File: src/hw/rtl/cfo_pkg.sv
`timescale 1ns / 1ps
`default_nettype none
package cfo_pkg;

  localparam int FRAC_BITS_DEF = 16;
  localparam int CFG_W         = 31;
  localparam int CFG_IDX_W     = 2;

  localparam logic [CFG_W-1:0] CFG_RESET    = 31'd65536;
  // weight below 0.0001 means weight * 10000 below one
  localparam logic [13:0]      WEIGHT_SCALE = 14'd10000;

  typedef enum logic [CFG_IDX_W-1:0] {
    CFG_WEIGHT    = 2'd0,
    CFG_INFLUENCE = 2'd1,
    CFG_GAIN      = 2'd2
  } cfg_idx_t;

  typedef struct packed {
    logic kill;
    logic c2_zero;
    logic neg_x;
    logic neg_y;
  } side_t;

  typedef struct packed {
    logic        neg;
    logic [63:0] m;
  } dot_t;

  function automatic logic [31:0] mag32(input logic [31:0] a);
    return a[31] ? (~a + 32'd1) : a;
  endfunction

  // combine two signed products given as sign and magnitude
  function automatic dot_t dot_comb(input logic [63:0] m1, input logic [63:0] m2,
                                    input logic n1, input logic n2);
    dot_t        d;
    logic [64:0] diff;
    diff = {1'b0, m1} - {1'b0, m2};
    if (n1 == n2) begin
      d.neg = n1;
      d.m   = m1 + m2;
    end else if (!diff[64]) begin
      d.neg = n1;
      d.m   = diff[63:0];
    end else begin
      d.neg = n2;
      d.m   = m2 - m1;
    end
    if (d.m == 64'd0) d.neg = 1'b0;
    return d;
  endfunction

endpackage
`default_nettype wire

File: src/hw/rtl/cfo_isqrt.sv
`timescale 1ns / 1ps
`default_nettype none
module cfo_isqrt
  import cfo_pkg::*;
#(
  parameter int HW = 16
) (
  input  logic          clk,
  input  logic          en,
  input  logic [2*HW:0] x,
  output logic [HW:0]   root
);

  localparam int XW = 2 * HW + 1;

  logic [XW-1:0] x_q [HW+1];
  logic [XW-1:0] r_q [HW+1];

  // one result bit per stage, highest power of four first
  for (genvar j = 0; j <= HW; j++) begin : g_step
    logic [XW-1:0] x_p;
    logic [XW-1:0] r_p;
    logic [XW-1:0] b_w;
    logic [XW:0]   rb;
    if (j == 0) begin : g_first
      assign x_p = x;
      assign r_p = '0;
    end else begin : g_next
      assign x_p = x_q[j-1];
      assign r_p = r_q[j-1];
    end
    assign b_w = XW'(1) << (2 * (HW - j));
    assign rb  = {1'b0, r_p} + {1'b0, b_w};
    always_ff @(posedge clk) begin
      if (en) begin
        if ({1'b0, x_p} >= rb) begin
          x_q[j] <= x_p - rb[XW-1:0];
          r_q[j] <= (r_p >> 1) + b_w;
        end else begin
          x_q[j] <= x_p;
          r_q[j] <= r_p >> 1;
        end
      end
    end
  end

  assign root = r_q[HW][HW:0];

endmodule
`default_nettype wire

File: config.mk
export PLATFORM = sky130hd
export DESIGN_NAME = cfo_isqrt
export DESIGN_NICKNAME = d
export VERILOG_FILES = /design/src/hw/rtl/cfo_pkg.sv /design/src/hw/rtl/cfo_isqrt.sv
export SDC_FILE = /design/constraint.sdc
export NUM_CORES = 1
export LEC_CHECK = 0
export BUFFER_PORTS_ARGS = -buffer_cell sky130_fd_sc_hd__buf_2
export CORE_ASPECT_RATIO = 2
export CORE_MARGIN = 3
export CORE_UTILIZATION = 55
export CTS_BUF_LIST = sky130_fd_sc_hd__clkbuf_16
export DETAILED_ROUTE_END_ITERATION = 8
export PLACE_DENSITY = 0.82
export SLEW_MARGIN = 20
export SYNTH_ARGS = -nofsm -noshare
export SYNTH_HDL_FRONTEND = slang
export SYNTH_SLANG_ARGS = --single-unit
File: constraint.sdc
create_clock -name clk -period 3.13 [get_ports clk]
set_input_delay 0.626 -clock clk [delete_from_list [all_inputs] [get_ports clk]]
set_output_delay 0.626 -clock clk [all_outputs]
set_load 0.05 [all_outputs]
==> summary.md <==
| Metric | Value |
|---|---|
| Final Instance Area | 37,130 sq um |
| Fin crit share | 98.70% |
| WS Path Type | reg -> reg |
| Unrepaired setup endpoints after global routing | yes |
| Fin crit period | 3089 ps |
| Final ANT Viol Nets | 0 |
| Fillers | 3,880 |
| DP Cell Count | 3,429 |
| Num ports | 52 |
| Final hold vios | 0 |
| Clk slew on worst S/H paths | 70 ps |
| Max-slew violation count | 0 |
| Final core utilization | 64.51% |
| Vias in the first global route | 23,013 |
| PwrDens | 661.9 nW/um^2 |
| Initial drt markers | 1,470 |
| Root buffer cell | clkbuf_16 |
| Status | completed |
| Worst-case vdd ir drop | 596.2 uV |
| Vias per cell | 5.966 |
| ANT cells | 0 |
| Compound-gate portion of the synthesized area | 8.392% |
| Seq cells post-synth | 681 |
| CTS Buf Count | 56 |
| CP Max Fanout | 7 |
| Height of the chip | 348.0 um |
| Post-Synth Adder-Cell Area | 6.520% |
| Total number of vias | 21,162 |
| CP startpoint kind | register |
| Clk buf depth | 3 |
| Sequential fraction of the synthesis area | 63.59% |
| Synth Area in XOR/XNOR | 5.610% |
| Grt ovf | 0 |
| Commonest non-fill, non-tap cells in the layout | edfxtp_1, inv_1, buf_4 |
| Most common cell after layout, fill and taps aside | edfxtp_1 |
| Mean Syn Cell Area | 12.84 sq um |
| Worst-margin pin slew | 1024 ps |
| Port-buffer cells | 51 |
| Area of the core | 57,560 sq um |
| Worst slew margin | 31.74% |
| CTS Sinks | 681 |
| DRT Wirelength | 80,410 um |
| Setup Slack @ Placement | -238.3 ps |
| Worst endpoint data arrival time | 3430 ps |
| Post-synthesis mux area share | 0.8481% |
| Setup-failing EPs final | 0 |
| Maximum clock frequency | 323.7 MHz |
| Synthesis Warnings | 0 |
| Die width | 177.0 um |
| Required @ worst endpoint | 3470 ps |
| Hold_buf cts | 0 |
| Area after DPL | 34,550 sq um |
| Top FF cell, synth | edfxtp_1 |
| CTS tree | done |
| First drt pass iteration count | 5 |
| Drt drc | 0 |
| Hold Crit Class | in -> reg |
| FFs w/ async S/R, synth | 0% |
| Total track usage | 25.76% |
| Cell count after synthesis | 2,504 |
| RD Place Congestion | 0.9825 |
| Largest family of logic cells by synthesized area | simple AND/OR/NAND/NOR gates |
| Worst-Skew Late Latency | 640 ps |
| Finished Layout Cells | 3,547 |
| Final worst slack | 40.74 ps |
| Cell variety after synth | 73 |
| Final net count | 2,945 |
| First-pass GRT wire length | 119,600 um |
| Cell Area, Synth | 32,160 sq um |
| CTS H-tree depth | 2 |
| Number of synthesized flops with an enable pin | 681 |
| Synth Net Count | 2,706 |
| Clock skew | 26.62 ps |
| Worst setup EP type | register |
| Die Area | 61,590 sq um |
| Initial core utilization | 55.87% |
| Largest net degree at the start of global routing | 170 |
| Antenna violations before repair | 0 |
| Post-synthesis simple-gate area fraction | 11.86% |
| Max-cap violations | 0 |
| Share of cells above drive strength 1 | 15.94% |
| Core Rows | 124 |
| Drt wl/cell | 22.67 um |
| Sum Neg Setup Slack | 0 ps |
| Detail Placement HPWL | 59,740 um |
| Leakage power | 14.26 nW |
| P&R area growth vs syn | 15.46% |
-- final cells by class --
class / instances / area [sq um] / area share, %
Inverter: 204 / 765.7 / 2.062
Clock inverter: 50 / 634.4 / 1.708
Timing Repair Buffer: 244 / 1777 / 4.785
Tap cell: 756 / 945.9 / 2.547
Multi-Input combinational cell: 1556 / 11160 / 30.05
Sequential cell: 681 / 20450 / 55.07
Clock buffer: 56 / 1401 / 3.774
-- state kept, by name, indices dropped and copies added, names as in the netlist --
name / cells
x_q: 528
r_q: 153
-- cell usage after synthesis (42+ instances only) --
library cell	n	share of area (%)
edfxtp_1	681	64
inv_1	204	2.4
nand2_1	185	2.2
ha_1	166	6.5
o21ai_0	158	2.5
nor2_1	132	1.5
xor2_1	116	3.2
a21oi_1	101	1.6
xnor2_1	90	2.5
nor4_1	78	1.5
nor3_1	61	0.95
clkbuf_1	51	0.60
nand2b_1	42	0.82
-- critical path, cell delays in order (launching register included) --
cell and delay, ps:
edfxtp_1 410, ha_1 450, nand2_1 140, o21a_1 220, or4_1 440, and4_2 310
buf_4 160, nor4_1 540, xor2_1 130
-- final timing paths --
| path | startpoint | endpoint | slack (ps) | cells after the start |
|---|---|---|---|---|
| max reg2reg | x_q[13][17]$_DFFE_PP_ | x_q[14][30]$_DFFE_PP_ | 40 | 8 |
| max | x_q[13][17]$_DFFE_PP_ | x_q[14][30]$_DFFE_PP_ | 40 | 8 |
| min reg2reg | r_q[8][18]$_DFFE_PP_ | r_q[9][17]$_DFFE_PP_ | 440 | 0 |
| min | x[21] | x_q[0][21]$_DFFE_PP_ | 170 | 1 |
-- report_power, final --
part           leakage, nW  switching [W]  internal [W]
logic                 6.72        0.00276       0.00200
registers             6.52       0.000731        0.0114
clock network         1.02        0.00334       0.00438
total                 14.3        0.00682        0.0178
-- layer usage --
metal / track usage, % / wire length (um) / part of all wire, %
met2: 54.20 / 48010 / 60
met5: 0 / 0 / 0
met1: 17.20 / 20680 / 26
met4: 24.72 / 9394 / 12
met3: 3.124 / 2323 / 2.9
-- cell families after synthesis --
group,Yosys count
xor gates and xnor gates,206
adders and majority gates,167
muxes,25
DFF,681
and+or+nand+nor,721
buffers and inverters,267
AOI/OAI and AO/OA,437
-- repair_timing --
item                       CTS  global route
setup endpoints to repair   51           110
gates cloned                 0             0
buffers inserted             1            11
resized for setup           26            61
pin swaps                    4            22
-- stage by stage --
stage / total power, W / hold WS, ps
final: 0.02458 / 166.2
after global routing: 0.02543 / 149.7
after CTS: 0.02445 / 139.2
after detailed placement: 0.01674 / 428.0
after global placement: 0.01649 / 421.0
after floorplan: 0.01492 / 416.6
Power figures use the tool's default switching activity.
